[src/design/pcf_pkg.sv]
// shared types and constants for the pattern censor filter
`timescale 1ns / 1ps

package pcf_pkg;

  // window capacity and derived widths
  localparam int MAX_PATTERN = 16;
  localparam int PATTERN_REG_BYTES = 16;
  localparam int LIMIT_CAP = (MAX_PATTERN < PATTERN_REG_BYTES) ? MAX_PATTERN
                                                               : PATTERN_REG_BYTES;
  localparam int WIN_AW = (MAX_PATTERN > 1) ? $clog2(MAX_PATTERN) : 1;
  localparam int WIN_DEPTH = 1 << WIN_AW;
  localparam int CNT_W = $clog2(MAX_PATTERN + 1);

  // configuration port
  localparam int CFG_DATA_W = 64;
  localparam int CFG_IDX_W = 2;
  localparam int LEN_W = 5;
  localparam logic [CFG_IDX_W-1:0] REG_PATTERN_LOW  = 2'd0;
  localparam logic [CFG_IDX_W-1:0] REG_PATTERN_HIGH = 2'd1;
  localparam logic [CFG_IDX_W-1:0] REG_PATTERN_LEN  = 2'd2;

  // special bytes
  localparam logic [7:0] STAR_BYTE    = 8'h2A;
  localparam logic [7:0] NEWLINE_BYTE = 8'h0A;

  typedef struct packed {
    logic [7:0] data_byte;
    logic       stream_end;
  } in_item_t;

  typedef struct packed {
    logic [7:0] out_byte;
    logic       run_last;
  } out_item_t;

endpackage

[src/design/pcf_ram.sv]
// generic simple dual-port ram with registered read
`timescale 1ns / 1ps

module pcf_ram #(
  parameter int WIDTH = 8,
  parameter int DEPTH = 16
) (
  input  logic                     clk,
  input  logic                     we,
  input  logic [$clog2(DEPTH)-1:0] wr_addr,
  input  logic [WIDTH-1:0]         wr_data,
  input  logic [$clog2(DEPTH)-1:0] rd_addr,
  output logic [WIDTH-1:0]         rd_data
);

  logic [WIDTH-1:0] mem [DEPTH];

  always_ff @(posedge clk) begin
    if (we) begin
      mem[wr_addr] <= wr_data;
    end
    rd_data <= mem[rd_addr];
  end

endmodule

[src/design/pattern_censor_filter.sv]
// top level of the streaming pattern censor filter
// sequence: a byte is taken in idle; a full window compares each pattern byte in a read and a check
//   state, then sends a star per pattern byte or pops bytes through a read and a send state; a byte
//   that only fills the window is stored in the drain state. rate is set by the single byte comparator and the
//   one read port of the window ram. one byte is in flight at a time.
// reset: synchronous, clears sequencer, window count, output valid and the pattern registers;
//   window ram contents are not cleared (entries are always written before they are read)
`timescale 1ns / 1ps

module pattern_censor_filter (
  input  logic                      clk,
  input  logic                      rst,
  // configuration write port
  input  logic                      cfg_we,
  input  logic [pcf_pkg::CFG_IDX_W-1:0]  cfg_index,
  input  logic [pcf_pkg::CFG_DATA_W-1:0] cfg_data,
  // input byte channel
  input  logic                      in_valid,
  output logic                      in_ready,
  input  pcf_pkg::in_item_t         in_data,
  // output byte channel
  output logic                      out_valid,
  input  logic                      out_ready,
  output pcf_pkg::out_item_t        out_data
);

  import pcf_pkg::*;

  // sequencer states
  localparam logic [2:0] S_IDLE    = 3'd0;  // waiting for a byte
  localparam logic [2:0] S_DRAIN   = 3'd1;  // trim window to the length, then store the byte
  localparam logic [2:0] S_PASS    = 3'd2;  // zero length, send the byte as is
  localparam logic [2:0] S_RD      = 3'd3;  // read the oldest window byte
  localparam logic [2:0] S_POP     = 3'd4;  // send the oldest window byte
  localparam logic [2:0] S_CMP_RD  = 3'd5;  // read window byte at compare index
  localparam logic [2:0] S_CMP_CHK = 3'd6;  // compare it against the pattern byte
  localparam logic [2:0] S_STAR    = 3'd7;  // send one star per pattern byte

  // configuration registers
  logic [CFG_DATA_W-1:0] pattern_low;
  logic [CFG_DATA_W-1:0] pattern_high;
  logic [LEN_W-1:0]      pattern_length;

  // sequencer and window bookkeeping
  logic [2:0]        state, state_next;
  logic [WIN_AW-1:0] head, head_next;     // oldest window entry in the ring
  logic [CNT_W-1:0]  count, count_next;   // bytes held in the window
  logic [WIN_AW-1:0] idx, idx_next;       // compare / star index
  logic              pop_drain, pop_drain_next;

  // byte being worked on
  logic [7:0] cur_byte;
  logic       cur_flush;

  // output register
  logic      out_valid_next;
  out_item_t out_data_next;
  logic      out_free;

  // derived length values
  logic [CNT_W-1:0]  limit;
  logic [CNT_W-1:0]  keep;
  logic [WIN_AW-1:0] limit_m1;

  // window ram and compare unit
  logic              ram_we;
  logic [WIN_AW-1:0] ram_wr_addr;
  logic [WIN_AW-1:0] ram_rd_addr;
  logic [7:0]        ram_rd_data;
  logic [2*CFG_DATA_W-1:0] pattern_bits;
  logic [7:0]        pattern_sel;
  logic              cmp_hit;

  // active length, saturated to the window capacity
  always_comb begin
    if (int'(pattern_length) > LIMIT_CAP) begin
      limit = CNT_W'(LIMIT_CAP);
    end else begin
      limit = CNT_W'(pattern_length);
    end
    keep     = (limit == '0) ? '0 : CNT_W'(limit - CNT_W'(1));
    limit_m1 = WIN_AW'(limit - CNT_W'(1));
  end

  // the shared comparator: one window byte against one pattern byte per check
  assign pattern_bits = {pattern_high, pattern_low};
  assign pattern_sel  = pattern_bits[idx*8 +: 8];
  assign cmp_hit      = (ram_rd_data == pattern_sel);

  assign in_ready = (state == S_IDLE);
  assign out_free = !out_valid || out_ready;

  // new byte lands right after the held bytes
  assign ram_wr_addr = head + WIN_AW'(count);
  assign ram_rd_addr = (state == S_CMP_RD || state == S_CMP_CHK) ? WIN_AW'(head + idx) : head;

  pcf_ram #(
    .WIDTH (8),
    .DEPTH (WIN_DEPTH)
  ) u_window (
    .clk     (clk),
    .we      (ram_we),
    .wr_addr (ram_wr_addr),
    .wr_data (cur_byte),
    .rd_addr (ram_rd_addr),
    .rd_data (ram_rd_data)
  );

  always_comb begin
    state_next     = state;
    head_next      = head;
    count_next     = count;
    idx_next       = idx;
    pop_drain_next = pop_drain;
    ram_we         = 1'b0;
    out_valid_next = out_valid && !out_ready;
    out_data_next  = out_data;

    unique case (state)
      S_IDLE: begin
        if (in_valid) begin
          state_next = S_DRAIN;
        end
      end

      S_DRAIN: begin
        if (count > keep) begin
          // length shrank since the last byte: shed oldest bytes first
          pop_drain_next = 1'b1;
          state_next     = S_RD;
        end else if (limit == '0) begin
          state_next = S_PASS;
        end else begin
          ram_we     = 1'b1;
          count_next = CNT_W'(count + CNT_W'(1));
          if (CNT_W'(count + CNT_W'(1)) == limit) begin
            idx_next   = '0;
            state_next = S_CMP_RD;
          end else if (cur_flush) begin
            pop_drain_next = 1'b0;
            state_next     = S_RD;
          end else begin
            state_next = S_IDLE;
          end
        end
      end

      S_PASS: begin
        if (out_free) begin
          out_valid_next = 1'b1;
          out_data_next  = '{out_byte: cur_byte, run_last: 1'b1};
          state_next     = S_IDLE;
        end
      end

      S_RD: begin
        state_next = S_POP;
      end

      S_POP: begin
        if (out_free) begin
          out_valid_next = 1'b1;
          head_next      = WIN_AW'(head + WIN_AW'(1));
          count_next     = CNT_W'(count - CNT_W'(1));
          if (pop_drain) begin
            // a drained byte is always followed by more results
            out_data_next = '{out_byte: ram_rd_data, run_last: 1'b0};
            state_next    = S_DRAIN;
          end else begin
            out_data_next = '{out_byte: ram_rd_data,
                              run_last: !cur_flush || (count == CNT_W'(1))};
            state_next    = (cur_flush && count != CNT_W'(1)) ? S_RD : S_IDLE;
          end
        end
      end

      S_CMP_RD: begin
        state_next = S_CMP_CHK;
      end

      S_CMP_CHK: begin
        if (!cmp_hit) begin
          // no match: oldest byte leaves, then the flush if any
          pop_drain_next = 1'b0;
          state_next     = S_RD;
        end else if (idx == limit_m1) begin
          idx_next   = '0;
          state_next = S_STAR;
        end else begin
          idx_next   = WIN_AW'(idx + WIN_AW'(1));
          state_next = S_CMP_RD;
        end
      end

      S_STAR: begin
        if (out_free) begin
          out_valid_next = 1'b1;
          out_data_next  = '{out_byte: STAR_BYTE, run_last: idx == limit_m1};
          if (idx == limit_m1) begin
            // whole window censored, nothing left to flush
            count_next = '0;
            state_next = S_IDLE;
          end else begin
            idx_next = WIN_AW'(idx + WIN_AW'(1));
          end
        end
      end

      default: begin
        state_next = S_IDLE;
      end
    endcase
  end

  // control state
  always_ff @(posedge clk) begin
    if (rst) begin
      state     <= S_IDLE;
      head      <= '0;
      count     <= '0;
      idx       <= '0;
      pop_drain <= 1'b0;
      out_valid <= 1'b0;
    end else begin
      state     <= state_next;
      head      <= head_next;
      count     <= count_next;
      idx       <= idx_next;
      pop_drain <= pop_drain_next;
      out_valid <= out_valid_next;
    end
  end

  // configuration registers
  always_ff @(posedge clk) begin
    if (rst) begin
      pattern_low    <= '0;
      pattern_high   <= '0;
      pattern_length <= '0;
    end else if (cfg_we) begin
      unique case (cfg_index)
        REG_PATTERN_LOW:  pattern_low    <= cfg_data;
        REG_PATTERN_HIGH: pattern_high   <= cfg_data;
        REG_PATTERN_LEN:  pattern_length <= cfg_data[LEN_W-1:0];
        default: ;  // unmapped index, write dropped
      endcase
    end
  end

  // payload registers
  always_ff @(posedge clk) begin
    out_data <= out_data_next;
    if (in_valid && in_ready) begin
      cur_byte  <= in_data.data_byte;
      cur_flush <= in_data.stream_end || (in_data.data_byte == NEWLINE_BYTE);
    end
  end

endmodule

[config.mk]
export PLATFORM = sky130hd
export DESIGN_NAME = pattern_censor_filter
export DESIGN_NICKNAME = d
export VERILOG_FILES = /design/src/design/pcf_pkg.sv /design/src/design/pcf_ram.sv /design/src/design/pattern_censor_filter.sv
export SDC_FILE = /design/constraint.sdc
export NUM_CORES = 1
export LEC_CHECK = 0
export BUFFER_PORTS_ARGS = -buffer_cell sky130_fd_sc_hd__buf_4
export CAP_MARGIN = 20
export CORE_AREA = 3 3 156 158
export CTS_CLUSTER_DIAMETER = 120
export DETAILED_ROUTE_END_ITERATION = 7
export DIE_AREA = 0 0 159 161
export PLACE_DENSITY = 0.9
export SYNTH_ARGS = -nofsm -noshare
export SYNTH_HDL_FRONTEND = slang
export SYNTH_SLANG_ARGS = --single-unit
[constraint.sdc]
create_clock -name clk -period 4.3 [get_ports clk]
set_input_delay 0.86 -clock clk [delete_from_list [all_inputs] [get_ports clk]]
set_output_delay 0.86 -clock clk [all_outputs]
set_load 0.01 [all_outputs]
# After elaboration in Yosys (flattened, before gate mapping)

Memories as Yosys holds them, arrays and structs flattened. A register that Yosys moved wholly into a read port is not among the register bits.
Cells that the tools add are included.

Bits of input ports: 80
Bits in registers: 169
Memories kept: 1
Memory bits (writable): 128

Memories:

| memory       | depth | bits a word | read ports | clocked after Yosys merged registers in | write ports | RTL line      | text |
|---|---|---|---|---|---|---|---|
| u_window.mem | 16    | 8           | 1          | 1                                       | 1           | pcf_ram.sv:16 | `logic [WIDTH-1:0] mem [DEPTH];` |

Shift-type cells: 1
Multiplexer cells: 49
Magnitude comparators: 2
Reduce and logical (&&, ||, !) cells: 27
Add/subtract/negate cells: 7
Equality and inequality tests: 29

Operators by type and width:

| cell                                                                  | count |
|---|---|
| 128-bit by 8-bit indexed part select with 8-bit output                | 1 |
| 5-bit two-way mux                                                     | 7 |
| 4-bit two-way mux                                                     | 8 |
| 3-bit two-way mux                                                     | 9 |
| 9-bit two-way mux                                                     | 3 |
| 9-bit case mux with 3 select lines                                    | 1 |
| 3-bit case mux with 8 select lines                                    | 1 |
| 2-bit inequality test, second input constant                          | 11 |
| 5-bit case mux with 3 select lines                                    | 1 |
| 1-bit two-way mux                                                     | 13 |
| 3-bit equality test, second input constant                            | 4 |
| 4-bit case mux with 3 select lines                                    | 1 |
| 5-bit AND reduction                                                   | 2 |
| 5-bit by 1-bit subtractor with 5-bit output, second input constant    | 2 |
| 3-bit inequality test, second input constant                          | 3 |
| 3-bit nonzero test                                                    | 3 |
| 4-bit by 1-bit adder with 4-bit output, second input constant         | 2 |
| 4-bit adder                                                           | 2 |
| 8-bit by 4-bit equality test with 1-bit output, second input constant | 1 |
| 8-bit equality test                                                   | 1 |
| 2-bit two-way mux                                                     | 4 |
| 2-bit AND reduction                                                   | 4 |
| 7-bit AND reduction                                                   | 1 |
| 3-bit by 2-bit equality test with 1-bit output, second input constant | 2 |
| 21 further kinds                                                      | 28 |

# Depth between registers and ports, before layout

Gate-level depths: netlist of the first run.

Depth in word-level cells: 9
Mapped depth: 15

# Modules after synthesis

Synthesis of the first run repeated with hierarchy kept, for this count alone.

Cells, all modules: 1231
Area, all modules: 13570.5 µm²

Modules (own cells, without submodules):

| module                | area an instance (µm²) | sequential area each (µm²) | cells an instance | instances |
|---|---|---|---|---|
| pattern_censor_filter | 8423.1                 | 3563.4                     | 1002              | 1 |
| pcf_ram               | 5147.4                 | 4003.8                     | 229               | 1 |

# Least setup slack after synthesis of the first run

No wires, ideal clock.

Path kind: reg-to-reg
From: register pattern_length[4]
To: memory u_window.mem[0][0] (enable)
Path slack: 0.399 ns
Buffers on the path: 2
Library setup time: 0.383 ns
Stages on the path, launching flop included: 16
Arrival: 3.517 ns
Period minus slack after synthesis: 3.901 ns
Cells stage by stage: dfxtp_1 > clkbuf_1 > clkbuf_1 > nand2b_1 > ha_1 > nor4b_1 > or2_2 > ha_1 > nor2b_1 > o21a_1 > o21ai_0 > a21oi_1 > or2_0 > nor2_1 > nand2_1 > nor3_1

Word-level cells in the longest chain between the ends: 9
Elaborated cells between the ends (all ways): 11

Ends and longest elaborated chain:

| what                                                                           | RTL line                     | text |
|---|---|---|
| from (decl)                                                                    | pattern_censor_filter.sv:42  | `logic [LEN_W-1:0] pattern_length;` |
| from (signal assigned)                                                         | pattern_censor_filter.sv:244 | `REG_PATTERN_LEN: pattern_length <= cfg_data[LEN_W-1:0];` |
| 5-bit > comparator                                                             | pattern_censor_filter.sv:76  | `if (int'(pattern_length) > LIMIT_CAP) begin` |
| 5-bit two-way mux (*)                                                          | pattern_censor_filter.sv:76  |  |
| 5-bit by 1-bit subtractor with 5-bit output or 5-bit zero test (tied branches) | n/a                          |  |
| 5-bit two-way mux                                                              | pattern_censor_filter.sv:81  | `keep = (limit == '0) ? '0 : CNT_W'(limit - CNT_W'(1));` |
| 5-bit > comparator                                                             | pattern_censor_filter.sv:127 | `if (count > keep) begin` |
| 1-bit two-way mux (*)                                                          | pattern_censor_filter.sv:127 |  |
| 1-bit two-way mux (*)                                                          | pattern_censor_filter.sv:119 | `unique case (state)` |
| 1-bit two-way mux (*)                                                          | pcf_ram.sv:19                | `if (we) begin` |
| 1-bit two-way mux (not written as such) (*)                                    | pcf_ram.sv:20                | `mem[wr_addr] <= wr_data;` |
| to (decl)                                                                      | pcf_ram.sv:16                |  |

Mark *: on every way between the ends. The rest lies on a longest branch, timed or not.

# Final worst setup path of the first run

From: register pattern_length[4]
To: memory u_window.mem[2][7] (enable)

The elaborated chain is that of the path after synthesis.

==> impl_metrics.prom, run 1 <==
# TYPE chip_impl_metric gauge
chip_impl_metric{name="cts.reportedPaths.clkPinSlew",unit="ns"} 0.06
chip_impl_metric{name="number_of_synthesized_register_bits",unit=""} 305
chip_impl_metric{name="sequential_element_share_of_the_synthesized_area",unit="%"} 55.10
chip_impl_info{name="critical_path.endpoint_type",value="register"} 1
chip_impl_info{name="ys_top_cells_by_area",value="edfxtp_1, dfxtp_1, nand2_1"} 1
chip_impl_metric{name="finish.instance_area",unit="sq um"} 15620
chip_impl_metric{name="cp_data_arrival_time",unit="ns"} 4.26
chip_impl_info{name="ys.flop_type",value="dfxtp_1"} 1
chip_impl_metric{name="die-area",unit="sq um"} 25600
chip_impl_metric{name="detail_route.drc_violations",unit=""} 0
chip_impl_info{name="synth_top_area_cell",value="edfxtp_1"} 1
chip_impl_metric{name="final_net_count",unit=""} 1504
chip_impl_info{name="highest_layer",value="met4"} 1
chip_impl_metric{name="yosysWarningCount",unit=""} 0
chip_impl_metric{name="finalWirelength",unit="mm"} 35.57
chip_impl_metric{name="max_clock_freq",unit="GHz"} 0.2447
chip_impl_metric{name="clock_tree.buffer_depth",unit=""} 3
chip_impl_metric{name="gpl.final_weighted_congestion",unit=""} 0.8987
chip_impl_info{name="timing.setup.critical_path_class",value="reg2reg"} 1
chip_impl_metric{name="final-hold-violation-count",unit=""} 0
chip_impl_metric{name="avgRoutedWirePerCell",unit="um"} 20.38
chip_impl_info{name="hold_class",value="reg2reg"} 1
chip_impl_metric{name="finalMaxSlewViolations",unit=""} 0
chip_impl_metric{name="port_buffers",unit=""} 90
chip_impl_info{name="outcome",value="complete, no violations"} 1
chip_impl_metric{name="die_height",unit="um"} 161
chip_impl_info{name="critical_path.startpoint_type",value="register"} 1
chip_impl_metric{name="total_leakage_power",unit="nW"} 5.431
chip_impl_metric{name="h-tree-depth",unit=""} 1
chip_impl_metric{name="met3RoutedLength",unit="mm"} 4.095
chip_impl_metric{name="synth_cells",unit=""} 1346
chip_impl_metric{name="synth_async_sr_flop_share",unit="%"} 0
chip_impl_metric{name="tightest_slew",unit="ns"} 1.055
chip_impl_metric{name="drt-vias-per-instance",unit=""} 6.299
chip_impl_info{name="cts.root.buffer_cell",value="clkbuf_16"} 1
chip_impl_metric{name="antenna_cells",unit=""} 0
chip_impl_metric{name="drt-met1-wl",unit="mm"} 13.94
chip_impl_metric{name="layout-drive-gt1-share",unit="%"} 13.96
chip_impl_metric{name="min_path_cells",unit=""} 2
chip_impl_metric{name="worst_skew_pair.late_latency",unit="ns"} 0.54
chip_impl_metric{name="postCtsSetupRepairBufs",unit=""} 0
chip_impl_metric{name="area.growth.synth_to_final",unit="%"} 13.75
chip_impl_metric{name="placedInstanceArea",unit="sq um"} 14640
chip_impl_metric{name="synthDistinctLibCells",unit=""} 70
chip_impl_metric{name="layout_min_cycle_time",unit="ns"} 4.087
chip_impl_metric{name="floorplan.rows",unit=""} 56
chip_impl_metric{name="post-route-worst-setup-slack",unit="ns"} 0.2132
chip_impl_info{name="hold_start",value="pattern_low[12]"} 1
chip_impl_metric{name="place_hpwl",unit="mm"} 22.87
chip_impl_metric{name="vias_in_the_first_global_route",unit=""} 10367
chip_impl_metric{name="postSynthAreaPerCell",unit="sq um"} 10.20
chip_impl_info{name="grt_setup_unrepaired",value="yes"} 1
chip_impl_metric{name="cp_data_required_time",unit="ns"} 4.47
chip_impl_metric{name="cp_max_fo",unit=""} 8
chip_impl_metric{name="grt_start_max_net_pins",unit=""} 99
chip_impl_metric{name="drt_first_pass_iters",unit=""} 6
chip_impl_metric{name="synth_largest_type_area_fraction",unit="%"} 31.92
chip_impl_info{name="cts_tree",value="yes"} 1
chip_impl_metric{name="post-route-period-util",unit="%"} 95.04
chip_impl_metric{name="core_area",unit="sq um"} 23260
chip_impl_metric{name="dr_total_vias",unit=""} 10992
chip_impl_metric{name="pre_cts_ws",unit="ns"} 0.2995
chip_impl_metric{name="setup-tns-final",unit="ns"} 0
chip_impl_metric{name="routed-wl-met2",unit="mm"} 16.61
chip_impl_info{name="critPathLaunch",value="pattern_length[4]"} 1
chip_impl_metric{name="grt_pass1_wl",unit="mm"} 55.34
chip_impl_metric{name="layout.core_utilization",unit="%"} 67.16
chip_impl_metric{name="dieWidth",unit="um"} 159
chip_impl_metric{name="grtUsageTotal",unit="%"} 26.73
chip_impl_metric{name="grt_overflow",unit=""} 0
chip_impl_metric{name="fin_worst_hold_slack",unit="ns"} 0.4546
chip_impl_metric{name="reg2regPathDepth",unit=""} 13
chip_impl_metric{name="antenna_violating_nets_post_route",unit=""} 0
chip_impl_metric{name="floorplan.initialDensity",unit="%"} 59.04
chip_impl_metric{name="syn_area",unit="sq um"} 13730
chip_impl_metric{name="synthesis.nets",unit=""} 1446
chip_impl_metric{name="cts.repair.resized",unit=""} 0
chip_impl_metric{name="ir_drop",unit="mV"} 0.2886
chip_impl_metric{name="hold_buffers",unit=""} 0
chip_impl_metric{name="cts.sink_count",unit=""} 305
chip_impl_metric{name="design.portCount",unit=""} 91
chip_impl_info{name="worstReg2RegStart",value="pattern_length[4]"} 1
chip_impl_metric{name="setup-violations-final",unit=""} 0
chip_impl_metric{name="slew_headroom",unit="%"} 29.68
chip_impl_metric{name="cts-buffers-inserted",unit=""} 29
chip_impl_metric{name="max_cap_viol_count",unit=""} 0
chip_impl_metric{name="antenna_found_initial",unit=""} 0
chip_impl_metric{name="pwr_density_cell",unit="nW/um^2"} 398.8
chip_impl_metric{name="synth_edf_count",unit=""} 146
chip_impl_metric{name="detail_route.iter0.violations",unit=""} 1537
chip_impl_metric{name="worst_clock_skew",unit="ns"} 0.008214
[metrics by stage]
| stage | power (mW) | cells |
|---|---|---|
| 6_report | 6.230 | 1745 |
| 5_1_grt | 6.389 | 1745 |
| 4_1_cts | 6.233 | 1745 |
| 3_5_place_dp | 3.653 | 1692 |
| 3_3_place_gp | 3.635 | 1692 |
| 2_1_floorplan | 3.463 | 1346 |
[area by class of cell]
class	count	area, sq um
multi-input cells	938	5725
inverters	11	41.29
clock inverters	20	229.0
well taps	319	399.1
fillers	1626	7640
flip-flops and latches	305	7569
clock buffers	33	740.7
repair buffers	119	918.4
[cells in the mapped netlist, types with 3 or more instances]
cell type / count
nand3b_1: 5
nand3_1: 18
a32oi_1: 3
xor2_1: 15
o22ai_1: 5
a31oi_1: 40
a21o_1: 4
a22oi_1: 7
nor2_1: 50
mux4_1: 7
dfxtp_1: 159
nor3_1: 14
a21boi_0: 3
buf_6: 6
o21ai_0: 9
a22o_1: 7
ha_1: 18
nand4_1: 4
edfxtp_1: 146
inv_1: 10
nor3b_1: 3
o21a_1: 4
mux2i_1: 41
and2_1: 37
nand2_1: 350
buf_2: 5
clkbuf_1: 71
buf_1: 5
nor4_1: 4
nor2b_1: 10
a221oi_1: 4
a21oi_1: 155
o31ai_1: 3
xnor2_1: 15
mux4_2: 21
nand2b_1: 9
clkbuf_8: 4
a211oi_1: 37
[path summary, 6_finish.rpt]
kind / slack (ns) / end
max: 0.21 / u_window.mem[2][7]
min: 0.45 / pattern_low[12]
max reg2reg: 0.21 / u_window.mem[2][7]
min reg2reg: 0.45 / pattern_low[12]
[power breakdown]
part           total [mW]  internal [mW]  leakage, nW  switching, mW
sequential           3.19           3.12         2.61         0.0706
clock                2.62           1.53        0.466           1.09
combinational       0.419          0.167         2.35          0.251
total                6.23           4.82         5.43           1.41
[sequential cells by signal (all words and copies together) (netlist names), 3 cells and up]
signal and cells:
pattern_length 5, out_data 9, idx 4, u_window.rd_data 8, pattern_high 64, cur_byte 8, count 5, state 3
head 4, u_window.mem 128, pattern_low 64
[per-layer routing]
metal  vias to the layer above  GRT usage (%)
met5                         -              0
met1                      5272          36.96
li1                       4921              -
met4                         0          7.720
met2                       716          43.31
met3                        83          5.540
[cell usage in the layout (no fill, tap or decap), drive strengths merged, types with 13 or more instances in the layout]
cell,n
buf,119
nor3,14
nor2,50
ha,18
edfxtp,146
clkinv,13
xnor2,15
mux2i,41
mux4,28
a21oi,155
xor2,15
a31oi,40
a211oi,37
clkbuf,33
and2,37
nand2,350
nand3,18
dfxtp,159
[logic make-up after synthesis]
logic type                 share of synthesized area [%]
muxes                                              7.853
AOI/OAI and AO/OA                                  13.43
DFF                                                55.10
buffers and inverters                              3.507
adders and majority gates                          1.931
xor gates and xnor gates                           2.077
and+or+nand+nor                                    16.11
[worst max-delay path, stage by stage (launching register included)]
cell      delay [ns]
dfxtp_1         0.39
nand2b_1        0.21
ha_1            0.22
nor4b_1         0.44
or2_2           0.20
ha_1            0.23
nor2b_1         0.14
o21a_1          0.16
o21ai_0         0.15
a21oi_1         0.18
or2_0           0.37
nor2_1          0.24
nand2_1         0.23
nor2_1          0.55
No activity file was read; power rests on OpenSTA's default activity.
==> inputs of run 2 (changes only) <==
--- a/config.mk
+++ b/config.mk
@@ -7,11 +7,11 @@
 export LEC_CHECK = 0
 export BUFFER_PORTS_ARGS = -buffer_cell sky130_fd_sc_hd__buf_4
 export CAP_MARGIN = 20
-export CORE_AREA = 3 3 156 158
+export CORE_AREA = 3 3 192 194
 export CTS_CLUSTER_DIAMETER = 120
 export DETAILED_ROUTE_END_ITERATION = 7
-export DIE_AREA = 0 0 159 161
-export PLACE_DENSITY = 0.9
+export DIE_AREA = 0 0 195 197
+export PLACE_DENSITY = 0.67
 export SYNTH_ARGS = -nofsm -noshare
 export SYNTH_HDL_FRONTEND = slang
 export SYNTH_SLANG_ARGS = --single-unit
==> impl_metrics.prom, run 2 (synthesis gave the netlist of run 1 again) <==
# TYPE chip_impl_metric gauge
chip_impl_metric{name="max_cap_viol_count",unit=""} 0
chip_impl_metric{name="total_leakage_power",unit="nW"} 5.478
chip_impl_metric{name="floorplan.rows",unit=""} 69
chip_impl_metric{name="share_seq_of_total_power",unit="%"} 51.6
chip_impl_metric{name="final-hold-violation-count",unit=""} 0
chip_impl_info{name="global_route.peak_usage_layer",value="met2"} 1
chip_impl_metric{name="grt_overflow",unit=""} 0
chip_impl_info{name="critical_path.endpoint_type",value="register"} 1
chip_impl_metric{name="pwr_density_cell",unit="nW/um^2"} 390.1
chip_impl_metric{name="finalWirelength",unit="mm"} 36.00
chip_impl_metric{name="post-route-period-util",unit="%"} 91.33
chip_impl_metric{name="grt_pass1_wl",unit="mm"} 56.43
chip_impl_metric{name="p_total",unit="mW"} 6.187
chip_impl_info{name="timing.setup.critical_path_class",value="reg2reg"} 1
chip_impl_info{name="registers_with_the_most_flip_flops",value="u_window.mem x128, pattern_high x64, pattern_low x64"} 1
chip_impl_metric{name="tightest_slew",unit="ns"} 0.9297
chip_impl_metric{name="grtUsageTotal",unit="%"} 18.17
chip_impl_metric{name="final_net_count",unit=""} 1511
chip_impl_metric{name="reg2regPathDepth",unit=""} 13
chip_impl_metric{name="finish.instance_area",unit="sq um"} 15860
chip_impl_metric{name="slew_headroom",unit="%"} 38.02
chip_impl_metric{name="floorplan.initialDensity",unit="%"} 38.80
chip_impl_metric{name="postCtsSetupRepairBufs",unit=""} 0
chip_impl_info{name="layout.cells.most_common_list",value="nand2_1, dfxtp_1, a21oi_1"} 1
chip_impl_metric{name="clock_tree.buffer_depth",unit=""} 3
chip_impl_info{name="outcome",value="complete, no violations"} 1
chip_impl_metric{name="design.portCount",unit=""} 91
chip_impl_metric{name="global_route_met1_usage",unit="%"} 27.69
chip_impl_metric{name="antenna_found_initial",unit=""} 0
chip_impl_metric{name="dr_total_vias",unit=""} 10353
chip_impl_metric{name="filler_instances",unit=""} 3321
chip_impl_metric{name="detail_route.iter0.violations",unit=""} 958
chip_impl_metric{name="p_clk_share",unit="%"} 41.7
chip_impl_metric{name="dieWidth",unit="um"} 195
chip_impl_info{name="critical_path.startpoint_type",value="register"} 1
chip_impl_metric{name="antenna_violating_nets_post_route",unit=""} 0
chip_impl_metric{name="setup-violations-final",unit=""} 0
chip_impl_metric{name="cp_max_fo",unit=""} 8
chip_impl_metric{name="worst_skew_pair.late_latency",unit="ns"} 0.55
chip_impl_metric{name="hold_buffers",unit=""} 0
chip_impl_metric{name="drt_first_pass_iters",unit=""} 6
chip_impl_metric{name="global_route.usage.met2",unit="%"} 27.71
chip_impl_metric{name="cp_data_required_time",unit="ns"} 4.48
chip_impl_metric{name="core_area",unit="sq um"} 35400
chip_impl_metric{name="cts.reportedPaths.clkPinSlew",unit="ns"} 0.06
chip_impl_metric{name="number_of_standard_cells_in_the_layout_taps_in_and_fillers_out",unit=""} 1896
chip_impl_metric{name="grt_start_max_net_pins",unit=""} 83
chip_impl_metric{name="avgRoutedWirePerCell",unit="um"} 18.99
chip_impl_metric{name="power_report.internal_total",unit="mW"} 4.773
chip_impl_metric{name="antenna_cells",unit=""} 0
chip_impl_metric{name="ir_drop",unit="mV"} 0.3580
chip_impl_metric{name="net-switching-power",unit="mW"} 1.414
chip_impl_info{name="grt_setup_unrepaired",value="no"} 1
chip_impl_info{name="cts.root.buffer_cell",value="clkbuf_16"} 1
chip_impl_metric{name="cts.sink_count",unit=""} 305
chip_impl_info{name="layout.cells.most_common",value="nand2_1"} 1
chip_impl_metric{name="post-place-cells",unit=""} 1838
chip_impl_metric{name="gpl.final_weighted_congestion",unit=""} 0.8575
chip_impl_metric{name="placedInstanceArea",unit="sq um"} 14850
chip_impl_info{name="cts_tree",value="yes"} 1
chip_impl_metric{name="max_clock_freq",unit="GHz"} 0.2546
chip_impl_metric{name="drt-vias-per-instance",unit=""} 5.460
chip_impl_metric{name="max_ffs_per_register",unit=""} 128
chip_impl_metric{name="layout_min_cycle_time",unit="ns"} 3.927
chip_impl_metric{name="area.growth.synth_to_final",unit="%"} 15.49
chip_impl_metric{name="place_hpwl",unit="mm"} 24.07
chip_impl_metric{name="min_path_cells",unit=""} 2
chip_impl_metric{name="detail_route.drc_violations",unit=""} 0
chip_impl_metric{name="cp_data_arrival_time",unit="ns"} 4.10
chip_impl_metric{name="cts.repair.resized",unit=""} 0
chip_impl_info{name="register_with_the_most_flip_flops",value="u_window.mem"} 1
chip_impl_info{name="hold_class",value="reg2reg"} 1
chip_impl_metric{name="switch_share",unit="%"} 22.86
chip_impl_metric{name="worst_clock_skew",unit="ns"} 0.01344
chip_impl_metric{name="power_frac_comb",unit="%"} 6.6
chip_impl_metric{name="setup-tns-final",unit="ns"} 0
chip_impl_metric{name="port_buffers",unit=""} 90
chip_impl_metric{name="layout-drive-gt1-share",unit="%"} 14.22
chip_impl_metric{name="h-tree-depth",unit=""} 1
chip_impl_metric{name="vias_in_the_first_global_route",unit=""} 9738
chip_impl_metric{name="die-area",unit="sq um"} 38420
chip_impl_metric{name="finalMaxSlewViolations",unit=""} 0
chip_impl_metric{name="cts-buffers-inserted",unit=""} 31
chip_impl_metric{name="groute.layer.met3.usage",unit="%"} 2.410
chip_impl_metric{name="die_height",unit="um"} 197
chip_impl_metric{name="layout.core_utilization",unit="%"} 44.81
-- run 2: changes by cell type in the layout (fill, tap and decap cells not counted), sizes merged --
cell / delta
clkbuf: +17
clkinv: -7
buf: +5
bufinv: -5
clkinvlp: -2
inv: +1
-- run 2: final timing paths --
check / from / end / slack (ns)
setup / recovery: pattern_length[4] / u_window.mem[2][5] / 0.37
hold / removal: pattern_high[29] / pattern_high[29] / 0.45
setup reg to reg: pattern_length[4] / u_window.mem[2][5] / 0.37
hold reg to reg: pattern_high[29] / pattern_high[29] / 0.45
-- run 2: routing by layer --
metal | share of wire [%] | routed length, um
met4 | 2.2 | 777
met2 | 45 | 16160
met3 | 5.8 | 2076
met1 | 47 | 16980
met5 | 0 | 0
-- run 2: critical path: stages, from the launching register on --
cell and delay, ns:
dfxtp_1 0.41, nand2b_1 0.22, ha_1 0.22, nor4b_1 0.44
or2_2 0.20, ha_1 0.22, nor2b_1 0.13, o21a_1 0.16
o21ai_0 0.14, a21oi_1 0.10, or2_0 0.34, nor2_1 0.24
nand2_1 0.19, nor2_1 0.55
-- run 2: metrics by stage --
stage | hold slack [ns] | worst slack, ns
floorplan | 0.4315 | 0.3994
global placement | 0.4390 | 0.5389
detailed placement | 0.4428 | 0.4264
CTS | 0.4510 | 0.3983
global route | 0.4706 | 0.08503
finish | 0.4521 | 0.3727
-- run 2: power groups by stage --
stage	sequential, mW	clock [mW]	combinational [mW]
3_5_place_dp	3.26	0	0.408
4_1_cts	3.19	2.61	0.409
5_1_grt	3.20	2.74	0.454
3_3_place_gp	3.25	0	0.403
6_report	3.19	2.58	0.411
2_1_floorplan	3.22	0	0.241
-- run 2: cell type report --
type	count	area (sq um)	share of cell area, %
Timing Repair Buffer	124	975.9	6.153
Inverter	11	41.29	0.2603
Clock inverter	7	46.29	0.2919
Tap cell	461	576.8	3.636
Sequential cell	305	7569	47.72
Multi-Input combinational cell	938	5715	36.03
Clock buffer	50	937.1	5.908
==> inputs of run 3 (changes only) <==
--- a/config.mk
+++ b/config.mk
@@ -12,6 +12,7 @@
 export DETAILED_ROUTE_END_ITERATION = 7
 export DIE_AREA = 0 0 195 197
 export PLACE_DENSITY = 0.67
+export RECOVER_POWER = 100
 export SYNTH_ARGS = -nofsm -noshare
 export SYNTH_HDL_FRONTEND = slang
 export SYNTH_SLANG_ARGS = --single-unit
==> impl_metrics.prom, run 3 (synthesis gave the netlist of run 1 again) <==
# TYPE chip_impl_metric gauge
chip_impl_metric{name="tightest_slew",unit="ns"} 3.800
chip_impl_metric{name="grt_start_max_net_pins",unit=""} 83
chip_impl_metric{name="antenna_found_initial",unit=""} 0
chip_impl_metric{name="pwr_density_cell",unit="nW/um^2"} 391.9
chip_impl_metric{name="max_cap_viol_count",unit=""} 1
chip_impl_metric{name="global_route_met1_usage",unit="%"} 27.69
chip_impl_metric{name="final-hold-violation-count",unit=""} 0
chip_impl_metric{name="grt_overflow",unit=""} 0
chip_impl_metric{name="layout-drive-gt1-share",unit="%"} 12.26
chip_impl_metric{name="number_of_standard_cells_in_the_layout_taps_in_and_fillers_out",unit=""} 1896
chip_impl_info{name="violated_checks",value="capacitance limit, slew limit"} 1
chip_impl_metric{name="global_route.usage.met2",unit="%"} 27.71
chip_impl_metric{name="vias_in_the_first_global_route",unit=""} 9738
chip_impl_metric{name="worst_skew_pair.late_latency",unit="ns"} 0.55
chip_impl_metric{name="grtUsageTotal",unit="%"} 18.17
chip_impl_info{name="layout.cells.most_common_list",value="nand2_1, dfxtp_1, a21oi_1"} 1
chip_impl_metric{name="antenna_violating_nets_post_route",unit=""} 0
chip_impl_metric{name="cp_max_fo",unit=""} 64
chip_impl_metric{name="cts.sink_count",unit=""} 305
chip_impl_info{name="registers_with_the_most_flip_flops",value="u_window.mem x128, pattern_high x64, pattern_low x64"} 1
chip_impl_metric{name="gpl.final_weighted_congestion",unit=""} 0.8575
chip_impl_metric{name="post-route-period-util",unit="%"} 92.07
chip_impl_metric{name="h-tree-depth",unit=""} 1
chip_impl_metric{name="clock_tree.buffer_depth",unit=""} 3
chip_impl_metric{name="total_leakage_power",unit="nW"} 5.364
chip_impl_info{name="global_route.peak_usage_layer",value="met2"} 1
chip_impl_info{name="critical_path.startpoint_type",value="register"} 1
chip_impl_metric{name="max_clock_freq",unit="GHz"} 0.2526
chip_impl_metric{name="layout_min_cycle_time",unit="ns"} 3.959
chip_impl_metric{name="cp_data_arrival_time",unit="ns"} 4.38
chip_impl_metric{name="final_net_count",unit=""} 1511
chip_impl_metric{name="floorplan.rows",unit=""} 69
chip_impl_metric{name="port_buffers",unit=""} 90
chip_impl_metric{name="finalWirelength",unit="mm"} 36.03
chip_impl_metric{name="timing.reg2reg.setup_slack",unit="ns"} 0.34
chip_impl_metric{name="dr_total_vias",unit=""} 10321
chip_impl_metric{name="dieWidth",unit="um"} 195
chip_impl_info{name="grt_setup_unrepaired",value="no"} 1
chip_impl_metric{name="grt_pass1_wl",unit="mm"} 56.43
chip_impl_metric{name="hold_buffers",unit=""} 0
chip_impl_info{name="register_with_the_most_flip_flops",value="u_window.mem"} 1
chip_impl_metric{name="groute.layer.met3.usage",unit="%"} 2.410
chip_impl_metric{name="postCtsSetupRepairBufs",unit=""} 0
chip_impl_metric{name="drt_first_pass_iters",unit=""} 7
chip_impl_metric{name="die_height",unit="um"} 197
chip_impl_info{name="layout.cells.most_common",value="nand2_1"} 1
chip_impl_info{name="cts_tree",value="yes"} 1
chip_impl_metric{name="filler_instances",unit=""} 3351
chip_impl_metric{name="ir_drop",unit="mV"} 0.3552
chip_impl_metric{name="detail_route.drc_violations",unit=""} 0
chip_impl_info{name="timing.setup.critical_path_class",value="reg2reg"} 1
chip_impl_metric{name="worst_clock_skew",unit="ns"} 0.01587
chip_impl_metric{name="avgRoutedWirePerCell",unit="um"} 19.00
chip_impl_metric{name="setup-tns-final",unit="ns"} 0
chip_impl_metric{name="finalMaxSlewViolations",unit=""} 83
chip_impl_metric{name="setup-violations-final",unit=""} 0
chip_impl_metric{name="cts-buffers-inserted",unit=""} 31
chip_impl_metric{name="cp_data_required_time",unit="ns"} 4.72
chip_impl_info{name="critical_path.endpoint_type",value="register"} 1
chip_impl_metric{name="detail_route.iter0.violations",unit=""} 994
chip_impl_metric{name="die-area",unit="sq um"} 38420
chip_impl_metric{name="cts.repair.resized",unit=""} 0
chip_impl_metric{name="antenna_cells",unit=""} 0
chip_impl_metric{name="slew_headroom",unit="%"} -153.4
chip_impl_info{name="hold_class",value="reg2reg"} 1
chip_impl_info{name="outcome",value="complete, but fails checks"} 1
chip_impl_metric{name="drt-vias-per-instance",unit=""} 5.444
chip_impl_metric{name="design.portCount",unit=""} 91
chip_impl_metric{name="cts.reportedPaths.clkPinSlew",unit="ns"} 0.06
chip_impl_metric{name="area.growth.synth_to_final",unit="%"} 14.70
chip_impl_metric{name="floorplan.initialDensity",unit="%"} 38.80
chip_impl_metric{name="core_area",unit="sq um"} 35400
chip_impl_info{name="cts.root.buffer_cell",value="clkbuf_16"} 1
chip_impl_metric{name="place_hpwl",unit="mm"} 24.07
chip_impl_metric{name="max_ffs_per_register",unit=""} 128
chip_impl_metric{name="post-place-cells",unit=""} 1838
-- run 3: layer usage --
| layer | vias to the layer above | part of all wire [%] |
|---|---|---|
| met5 | - | 0 |
| met4 | 0 | 2.1 |
| met3 | 53 | 5.6 |
| met2 | 340 | 45 |
| met1 | 4990 | 48 |
| li1 | 4938 | - |
-- run 3: metrics by stage --
stage	total power, mW	setup WS, ns	hold slack (ns)	util [%]	cell area (sq um)
global route	6.383	0.07301	0.4706	44.51	15750
detailed placement	3.664	0.4264	0.4428	41.95	14850
finish	6.174	0.3410	0.4521	44.51	15750
global placement	3.655	0.5389	0.4390	41.95	14850
CTS	6.217	0.3983	0.4510	44.73	15830
floorplan	3.463	0.3994	0.4315	-	13730
-- run 3: where the power goes --
part	total [mW]	internal [mW]	switching [mW]
logic	0.403	0.161	0.242
clock network	2.58	1.48	1.09
registers	3.19	3.12	0.0751
total	6.17	4.76	1.41
-- run 3: final cells by class --
| class | count | area (sq um) | share of cell area, % |
|---|---|---|---|
| flip-flops and latches | 305 | 7569 | 48.04 |
| clock inverters | 7 | 46.29 | 0.2939 |
| clock buffers | 50 | 937.1 | 5.949 |
| well taps | 461 | 576.8 | 3.661 |
| inverters | 11 | 41.29 | 0.2621 |
| multi-input cells | 938 | 5715 | 36.28 |
| repair buffers | 124 | 868.3 | 5.512 |
-- run 3: final timing paths --
| check | cells after the start | startpoint | end |
|---|---|---|---|
| max | 8 | idx[1] | u_window.rd_data[6] |
| min | 2 | pattern_high[29] | pattern_high[29] |
| max reg2reg | 8 | idx[1] | u_window.rd_data[6] |
| min reg2reg | 2 | pattern_high[29] | pattern_high[29] |
-- run 3: worst max-delay path: stages (launching register included) --
cell and delay [ns]:
dfxtp_1 0.66, inv_1 0.29, fa_1 0.57, o21a_1 0.21, clkbuf_2 0.65, and2_0 0.43, a211oi_1 0.34, a31oi_1 0.14
mux4_2 0.52
